--- src/sv/matrix4x4_multiply_defines.svh ---
// Assertion macros shared by the matrix multiplier RTL.
// Depends on nothing; included by the files that carry checks.
`ifndef MATRIX4X4_MULTIPLY_DEFINES_SVH
`define MATRIX4X4_MULTIPLY_DEFINES_SVH
`ifndef SYNTHESIS
// Same-cycle implication
`define MM4_ASSERT_SAME(lbl, clk, rst_n, ante, cons) \
    lbl: assert property (@(posedge clk) disable iff (!rst_n) (ante) |-> (cons)) \
        else $error("mm4 check failed");
// Next-cycle implication
`define MM4_ASSERT_NEXT(lbl, clk, rst_n, ante, cons) \
    lbl: assert property (@(posedge clk) disable iff (!rst_n) (ante) |=> (cons)) \
        else $error("mm4 check failed");
`else
`define MM4_ASSERT_SAME(lbl, clk, rst_n, ante, cons)
`define MM4_ASSERT_NEXT(lbl, clk, rst_n, ante, cons)
`endif
`endif

--- src/sv/mm4_pkg.sv ---
// Types and command codes for the matrix multiplier.
// No dependencies; imported by mm4_mac and matrix4x4_multiply.
package mm4_pkg;

    // Command codes of the input item
    localparam logic [1:0] CMD_WR_LEFT  = 2'd0;
    localparam logic [1:0] CMD_WR_RIGHT = 2'd1;
    localparam logic [1:0] CMD_COMPUTE  = 2'd2;

    // Width of the value fields on the ports
    localparam int VAL_W = 32;

    typedef struct packed {
        logic [1:0]              cmd;
        logic [1:0]              row_index;
        logic [1:0]              column_index;
        logic signed [VAL_W-1:0] element_value;
    } t_in_item;

    typedef struct packed {
        logic [1:0]              out_row;
        logic [1:0]              out_column;
        logic signed [VAL_W-1:0] product_value;
        logic                    last;
    } t_out_item;

    // Tag that travels with each operand pair into the MAC
    typedef struct packed {
        logic valid;
        logic first;
        logic last;
    } t_mac_ctl;

    typedef enum logic [1:0] {
        S_IDLE,
        S_RUN,
        S_HOLD
    } t_state;

endpackage

--- src/sv/mm4_mac.sv ---
// Multiply-accumulate datapath: one product per cycle, exact sum,
// arithmetic shift and saturation. Depends on mm4_pkg.
module mm4_mac #(
    parameter int DIM        = 4,
    parameter int FRAC_BITS  = 16,
    parameter int ELEM_WIDTH = 32
) (
    input  logic                                 i_clk,
    input  logic                                 i_rst_n,
    input  mm4_pkg::t_mac_ctl                    i_ctl,
    input  logic signed [ELEM_WIDTH-1:0]         i_left,
    input  logic signed [ELEM_WIDTH-1:0]         i_right,
    input  logic                                 i_take,
    output logic                                 o_done,
    output logic signed [mm4_pkg::VAL_W-1:0]     o_sum
);
    import mm4_pkg::*;

    localparam int PW = 2 * ELEM_WIDTH;
    localparam int AW = PW + $clog2(DIM);

    t_mac_ctl               r_ctl2;
    logic signed [PW-1:0]   r_prod;
    logic signed [AW-1:0]   r_acc;
    logic                   r_done;
    logic signed [AW-1:0]   w_prod_ext;
    logic signed [AW-1:0]   w_shift;
    logic [AW-ELEM_WIDTH:0] w_top;
    logic                   w_fits;
    logic signed [ELEM_WIDTH-1:0] w_sat;

    // Product stage
    always_ff @(posedge i_clk) begin
        if (!i_rst_n) begin
            r_ctl2 <= '0;
        end else begin
            r_ctl2 <= i_ctl;
        end
    end

    always_ff @(posedge i_clk) begin
        r_prod <= i_left * i_right;
    end

    assign w_prod_ext = AW'(r_prod);

    // Accumulate stage; first term of an element restarts the sum
    always_ff @(posedge i_clk) begin
        if (r_ctl2.valid) begin
            r_acc <= r_ctl2.first ? w_prod_ext : r_acc + w_prod_ext;
        end
    end

    always_ff @(posedge i_clk) begin
        if (!i_rst_n) begin
            r_done <= 1'b0;
        end else if (r_ctl2.valid && r_ctl2.last) begin
            r_done <= 1'b1;
        end else if (i_take) begin
            r_done <= 1'b0;
        end
    end

    // Shift down (floor) and clamp to the element range
    assign w_shift = r_acc >>> FRAC_BITS;
    assign w_top   = w_shift[AW-1:ELEM_WIDTH-1];
    assign w_fits  = (&w_top) || !(|w_top);

    always_comb begin
        if (w_fits) begin
            w_sat = w_shift[ELEM_WIDTH-1:0];
        end else if (w_shift[AW-1]) begin
            w_sat = {1'b1, {(ELEM_WIDTH-1){1'b0}}};
        end else begin
            w_sat = {1'b0, {(ELEM_WIDTH-1){1'b1}}};
        end
    end

    assign o_done = r_done;
    assign o_sum  = VAL_W'(w_sat);

endmodule

--- src/sv/matrix4x4_multiply.sv ---
// Fixed-point DIM x DIM matrix multiplier. Write items (cmd 0 left, cmd 1 right) are taken
// one per cycle and store one element each; writes outside the matrix and cmd 3 do nothing.
// A compute item (cmd 2) emits the DIM*DIM product elements in row-major order, the last
// one flagged; input ready stays low until the final product is in the output register.
// Each product element is formed by DIM reads from each operand memory, then the multiply and
// accumulate stages drain; the next element starts only after this one is loaded, and an
// output stall holds it. Each operand memory has a single read port and one multiplier is
// shared by all elements. Both memories read as zero after reset until written.
`include "matrix4x4_multiply_defines.svh"
module matrix4x4_multiply #(
    parameter int DIM        = 4,
    parameter int FRAC_BITS  = 16,
    parameter int ELEM_WIDTH = 32
) (
    input  logic               i_clk,
    input  logic               i_rst_n,
    input  logic               i_in_valid,
    output logic               o_in_ready,
    input  mm4_pkg::t_in_item  i_in_item,
    output logic               o_out_valid,
    input  logic               i_out_ready,
    output mm4_pkg::t_out_item o_out_item
);
    import mm4_pkg::*;

    localparam int CELLS = DIM * DIM;
    localparam int IW    = $clog2(DIM);
    localparam int CW    = $clog2(CELLS);
    localparam logic [IW-1:0] IDX_LAST = IW'(DIM - 1);

    t_state                 r_state, n_state;
    logic [IW-1:0]          r_r, n_r, r_c, n_c, r_k, n_k;
    logic                   w_in_acc, w_issue, w_load, w_last_elem;
    logic                   w_wr_ok, w_wr_left, w_wr_right;
    logic [CW-1:0]          w_wr_addr, w_left_addr, w_right_addr;

    // Operand memories and their valid bits
    logic [ELEM_WIDTH-1:0]  r_left_mem  [CELLS];
    logic [ELEM_WIDTH-1:0]  r_right_mem [CELLS];
    logic [CELLS-1:0]       r_left_vld, r_right_vld;
    logic [ELEM_WIDTH-1:0]  r_left_rd, r_right_rd;
    logic                   r_left_ok, r_right_ok;
    t_mac_ctl               r_ctl1, w_ctl0;
    logic signed [ELEM_WIDTH-1:0] w_left_op, w_right_op;

    logic                      w_mac_done;
    logic signed [VAL_W-1:0]   w_mac_sum;
    logic                      r_out_valid;
    t_out_item                 r_out_item;

    assign o_in_ready = (r_state == S_IDLE);
    assign w_in_acc   = i_in_valid && o_in_ready;

    // Write decode
    assign w_wr_ok    = (32'(i_in_item.row_index) < DIM) && (32'(i_in_item.column_index) < DIM);
    assign w_wr_addr  = CW'(32'(i_in_item.row_index) * DIM + 32'(i_in_item.column_index));
    assign w_wr_left  = w_in_acc && w_wr_ok && (i_in_item.cmd == CMD_WR_LEFT);
    assign w_wr_right = w_in_acc && w_wr_ok && (i_in_item.cmd == CMD_WR_RIGHT);

    // Read addresses: left row r, right column c, term k
    assign w_left_addr  = CW'(32'(r_r) * DIM + 32'(r_k));
    assign w_right_addr = CW'(32'(r_k) * DIM + 32'(r_c));
    assign w_last_elem  = (r_r == IDX_LAST) && (r_c == IDX_LAST);

    // Sequencer: next state and control
    always_comb begin
        n_state = r_state;
        n_r     = r_r;
        n_c     = r_c;
        n_k     = r_k;
        w_issue = 1'b0;
        w_load  = 1'b0;
        case (r_state)
            S_IDLE: begin
                if (w_in_acc && (i_in_item.cmd == CMD_COMPUTE)) begin
                    n_state = S_RUN;
                    n_r     = '0;
                    n_c     = '0;
                    n_k     = '0;
                end
            end
            S_RUN: begin
                w_issue = 1'b1;
                if (r_k == IDX_LAST) begin
                    n_state = S_HOLD;
                end else begin
                    n_k = r_k + 1'b1;
                end
            end
            S_HOLD: begin
                if (w_mac_done && (!r_out_valid || i_out_ready)) begin
                    w_load = 1'b1;
                    n_k    = '0;
                    if (w_last_elem) begin
                        n_state = S_IDLE;
                    end else begin
                        n_state = S_RUN;
                        if (r_c == IDX_LAST) begin
                            n_c = '0;
                            n_r = r_r + 1'b1;
                        end else begin
                            n_c = r_c + 1'b1;
                        end
                    end
                end
            end
            default: begin
                n_state = S_IDLE;
            end
        endcase
    end

    always_ff @(posedge i_clk) begin
        if (!i_rst_n) begin
            r_state <= S_IDLE;
            r_r     <= '0;
            r_c     <= '0;
            r_k     <= '0;
        end else begin
            r_state <= n_state;
            r_r     <= n_r;
            r_c     <= n_c;
            r_k     <= n_k;
        end
    end

    // Memory writes
    always_ff @(posedge i_clk) begin
        if (w_wr_left) begin
            r_left_mem[w_wr_addr] <= i_in_item.element_value[ELEM_WIDTH-1:0];
        end
        if (w_wr_right) begin
            r_right_mem[w_wr_addr] <= i_in_item.element_value[ELEM_WIDTH-1:0];
        end
    end

    // Memory reads, registered
    always_ff @(posedge i_clk) begin
        r_left_rd  <= r_left_mem[w_left_addr];
        r_right_rd <= r_right_mem[w_right_addr];
    end

    // Valid bits: an unwritten entry reads as zero
    always_ff @(posedge i_clk) begin
        if (!i_rst_n) begin
            r_left_vld  <= '0;
            r_right_vld <= '0;
            r_left_ok   <= 1'b0;
            r_right_ok  <= 1'b0;
        end else begin
            if (w_wr_left) begin
                r_left_vld[w_wr_addr] <= 1'b1;
            end
            if (w_wr_right) begin
                r_right_vld[w_wr_addr] <= 1'b1;
            end
            r_left_ok  <= r_left_vld[w_left_addr];
            r_right_ok <= r_right_vld[w_right_addr];
        end
    end

    // Tag aligned with the read data
    assign w_ctl0 = '{valid: w_issue, first: (r_k == '0), last: (r_k == IDX_LAST)};

    always_ff @(posedge i_clk) begin
        if (!i_rst_n) begin
            r_ctl1 <= '0;
        end else begin
            r_ctl1 <= w_ctl0;
        end
    end

    assign w_left_op  = r_left_ok  ? r_left_rd  : '0;
    assign w_right_op = r_right_ok ? r_right_rd : '0;

    mm4_mac #(
        .DIM        (DIM),
        .FRAC_BITS  (FRAC_BITS),
        .ELEM_WIDTH (ELEM_WIDTH)
    ) u_mac (
        .i_clk   (i_clk),
        .i_rst_n (i_rst_n),
        .i_ctl   (r_ctl1),
        .i_left  (w_left_op),
        .i_right (w_right_op),
        .i_take  (w_load),
        .o_done  (w_mac_done),
        .o_sum   (w_mac_sum)
    );

    // Output register
    always_ff @(posedge i_clk) begin
        if (!i_rst_n) begin
            r_out_valid <= 1'b0;
        end else if (w_load) begin
            r_out_valid <= 1'b1;
        end else if (i_out_ready) begin
            r_out_valid <= 1'b0;
        end
    end

    always_ff @(posedge i_clk) begin
        if (w_load) begin
            r_out_item.out_row       <= 2'(r_r);
            r_out_item.out_column    <= 2'(r_c);
            r_out_item.product_value <= w_mac_sum;
            r_out_item.last          <= w_last_elem;
        end
    end

    assign o_out_valid = r_out_valid;
    assign o_out_item  = r_out_item;

    // Checks
    `MM4_ASSERT_SAME(a_idle_no_pending, i_clk, i_rst_n, r_state == S_IDLE, !w_mac_done)
    `MM4_ASSERT_NEXT(a_run_issues, i_clk, i_rst_n, r_state == S_RUN, r_ctl1.valid)
    `MM4_ASSERT_NEXT(a_last_to_idle, i_clk, i_rst_n, w_load && w_last_elem, r_state == S_IDLE)
    `MM4_ASSERT_NEXT(a_compute_start, i_clk, i_rst_n,
        w_in_acc && (i_in_item.cmd == CMD_COMPUTE),
        (r_state == S_RUN) && (r_r == '0) && (r_c == '0) && (r_k == '0))
    `MM4_ASSERT_SAME(a_load_needs_room, i_clk, i_rst_n, w_load, !r_out_valid || i_out_ready)

endmodule

--- config.mk ---
export PLATFORM = sky130hd
export DESIGN_NAME = matrix4x4_multiply
export DESIGN_NICKNAME = d
export VERILOG_FILES = /design/src/sv/mm4_pkg.sv /design/src/sv/mm4_mac.sv /design/src/sv/matrix4x4_multiply.sv
export VERILOG_INCLUDE_DIRS = /design/src /design/src/sv
export SDC_FILE = /design/constraint.sdc
export NUM_CORES = 2
export LEC_CHECK = 0
export BUFFER_PORTS_ARGS = -buffer_cell sky130_fd_sc_hd__buf_4
export CAP_MARGIN = 10
export CELL_PAD_IN_SITES_DETAIL_PLACEMENT = 2
export CELL_PAD_IN_SITES_GLOBAL_PLACEMENT = 2
export CORE_UTILIZATION = 30
export CTS_CLUSTER_DIAMETER = 200
export DETAILED_ROUTE_END_ITERATION = 10
export PLACE_DENSITY_LB_ADDON = 0.08
export RECOVER_POWER = 50
export REMOVE_ABC_BUFFERS = 1
export SLEW_MARGIN = 20
export SYNTH_ARGS = -nofsm -noshare
export SYNTH_HDL_FRONTEND = slang
export SYNTH_SLANG_ARGS = --single-unit
--- constraint.sdc ---
create_clock -name i_clk -period 10.2 [get_ports i_clk]
set_clock_uncertainty 0.2 [all_clocks]
set_input_delay 0.51 -clock i_clk [delete_from_list [all_inputs] [get_ports i_clk]]
set_output_delay 0.51 -clock i_clk [all_outputs]
set_load 0.1 [all_outputs]
==> impl_metrics.toml <==
[worst_setup_path]
required_ns = 10.61
slowest_delay_ns = 0.97
r2r_start = "r_right_ok$_SDFF_PN0_"
crit_path_max_fanout = 34
crit_arrival_ns = 10.14
r2r_setup_slack_ns = 0.47
crit_start = "r_right_ok$_SDFF_PN0_"
r2r_cells = 25
crit_top_cell = "fa_1"
end_kind = "flop"
cpMaxStageDelayCell = "dfxtp_2"
start_kind = "flop"
crit_type = "reg -> reg"
timing.rr.end = "u_mac.r_prod[63]$_DFF_P_"

[job]
max_cap_violations = 12

[global_routing]
grtUsageTotal_pct = 20.7
grt_pass1_wl_mm = 438
antenna_found_initial = 16
met1_usage_pct = 29.4
grt_util_met3_pct = 2.03
grt_pass1_vias = 60100
grt-busiest-layer = "met2"
use_met2_pct = 34.5
grt_max_degree = 124
grt-ovfl-total = 0

[floorplanning]
fp.dieW_um = 539
coreArea_um2 = 286000
start_util_pct = 30.2
die_y_um = 539
num_rows = 196
boundaryPins = 81
die-area_um2 = 290000

[detailed_routing]
drtIter0Drc = 2978
drc_errors = 0
via_count = 52300
post_drt_wl_per_cell_um = 27.8
first_pass_iters = 5
ant_nets = 0
wl_mm = 297
vias_per_cell = 4.90

[place]
portBuffers = 80
hpwl_mm = 219
dpl_cell_area_um2 = 92300
gp_congestion = 0.844

[yosys]
synthCells = 6634
synth_area_per_cell_um2 = 13.0
synth_top_family_by_area = "adder cells"
synth_mux_area_share_pct = 8.68
synthTopCellsByArea = "edfxtp_1, fa_1, mux4_2"
synth-simple-area-share_pct = 7.81
synth_xor_area_share_pct = 1.33
synth.distinct_cells = 85
synth-adder-area-share_pct = 28.8
ys.flop_type = "edfxtp_1"
yosysWarnings = 0
synth_top_area_share_pct = 39.2
synthArstFlopShare_pct = 0
ys_seq_area_share_pct = 43.3
yosysMostFrequentCell = "edfxtp_1"
synth_edf_count = 1127
synth_compound_area_share_pct = 4.26
netlist_area_um2 = 86400
synth_top_area_cell = "edfxtp_1"
ys_ff_latch = 1305
synth_common_cells = "edfxtp_1, fa_1, inv_1, nand2_1, nor2_1"

[clock_tree]
root_buffer = "clkbuf_16"
numCtsBuffers = 159
h-tree-depth = 4
cts_tree = "yes"
clockBufferDepth = 4
clock_latency_ns = 0.82
cts_sinks = 1305
clk_pin_slew_ns = 0.06
post-cts-setup-buffers = 0

[sta]
slew_violations = 476
fin_crit_ns = 9.73
tightest_slew_ns = 4.06
hold-worst-slack_ns = 0.0850
setup-violations-final = 0
relSlewSlack_pct = -170
rsz0062_at_grt = "false"
fmax_mhz = 103
tns_ns = 0
post-route-period-util_pct = 95.4
final_hold_viol_count = 0

[pwr]
power.density_nw_per_um2 = 118
p_leak_uw = 0.0376
irDropWorstVdd_mv = 0.142
totalPowerFinal_uw = 11500

[worst_hold_path]
hold_depth = 5
min_from = "i_in_item[36]"
min_to = "r_r[1]$_SDFFE_PN0P_"
min_path_type = "in -> reg"

[run_status]
violations = "max-capacitance violations, max-slew violations"
status = "finished with violations"

[final_layout]
drive_gt1_share_pct = 11.8
fin_nets = 8154
area_growth_pct = 12.5
fin_area_um2 = 97200
==> stage by stage <==
step                      instances  setup WS (ns)  util (%)
after floorplan                6282          0.953         -
after global placement        10300          0.405      32.3
after detailed placement      10300          0.342      32.3
after CTS                     10700          0.313      34.1
after global routing          10700         0.0435      34.0
final                         10700          0.471      34.0
==> power by group <==
| part | leakage (uW) | internal (uW) | switching (uW) |
|---|---|---|---|
| clock network | 0.00237 | 3140 | 2230 |
| logic | 0.0237 | 85.8 | 176 |
| registers | 0.0116 | 5820 | 27.6 |
==> flip-flops by register name, summed over array words and instances, names as in the netlist, 32 cells and up <==
name,count
r_right_mem,512
r_left_rd,32
o_out_item,37
u_mac.r_acc,66
u_mac.r_prod,64
r_right_rd,32
r_left_mem,512
==> cells by family after synthesis <==
logic type	after synthesis
AO/OA/AOI/OAI	567
multiplexers	336
AND/OR/NAND/NOR	1617
buffers and inverters	1342
flip-flops	1305
adder cells (fa/ha/maj)	1336
XOR/XNOR	131
==> worst max-delay path by stage <==
stage | endpoint | slack [ns] | cells past startpoint
finish | u_mac.r_prod[63]$_DFF_P_ | 0.47 | 25
global route | u_mac.r_prod[51]$_DFF_P_ | 0.04 | 25
CTS | u_mac.r_prod[63]$_DFF_P_ | 0.31 | 25
detailed placement | u_mac.r_prod[63]$_DFF_P_ | 0.34 | 25
global placement | u_mac.r_prod[63]$_DFF_P_ | 0.40 | 25
floorplan | u_mac.r_prod[62]$_DFF_P_ | 0.95 | 22
==> area by class of cell <==
cell class / count / area, um^2
Tap cell: 3762 / 4710
Sequential cell: 1305 / 37400
Inverter: 990 / 3720
Clock inverter: 73 / 586
Timing Repair Buffer: 333 / 2370
Clock buffer: 203 / 4260
Multi-Input combinational cell: 3987 / 44100
Antenna cell: 6 / 15.0
Fill cell: 29300 / 189000
==> worst max-delay path: cells and delay by family, from the launching register on <==
kind            cells  cell delay, ns
xor+xnor            1            0.12
flops               1            0.97
compound gates      6            1.80
simple gates        4            1.34
buf+inv             5            0.72
fa+ha+maj           9            4.39
==> timing repair <==
action / CTS / global route
endpoints found under the setup margin: 0 / 1
hold endpoints to repair: 1047 / 0
resized for setup: 0 / 1
hold buffers: 39 / 0
==> layout by cell type, fill, tap and decap left out, types with 14 or more instances in the layout <==
cell type | synthesis | final
inv_1 | 988 | 988
o21bai_1 | 34 | 34
buf_4 | 0 | 210
clkinv_1 | 1 | 37
o21a_1 | 42 | 42
nor2b_1 | 22 | 22
clkinv_2 | 0 | 19
nand2b_1 | 17 | 17
clkbuf_16 | 0 | 162
and2_1 | 65 | 65
ha_1 | 253 | 253
dfxtp_1 | 178 | 174
xor2_1 | 46 | 46
a21o_1 | 94 | 94
edfxtp_1 | 1127 | 1127
nand4_1 | 36 | 36
nor2_4 | 0 | 19
nor4_1 | 15 | 15
o21ai_1 | 14 | 14
fa_1 | 1083 | 1082
nor3_1 | 35 | 28
clkbuf_1 | 307 | 114
nand3_1 | 61 | 61
mux4_2 | 330 | 330
dlygate4sd3_1 | 0 | 39
a21oi_1 | 153 | 153
xnor2_1 | 85 | 85
nor2_1 | 631 | 611
nand2_1 | 690 | 688
o21ai_0 | 126 | 126
==> layer usage <==
metal / wire length [um] / vias to the layer above
met2: 142000 / 833
met4: 5730 / 2
met5: 13 / -
met1: 140000 / 28700
li1: - / 22400
met3: 8980 / 282
Note: power is estimated with default switching activity, not from simulation.
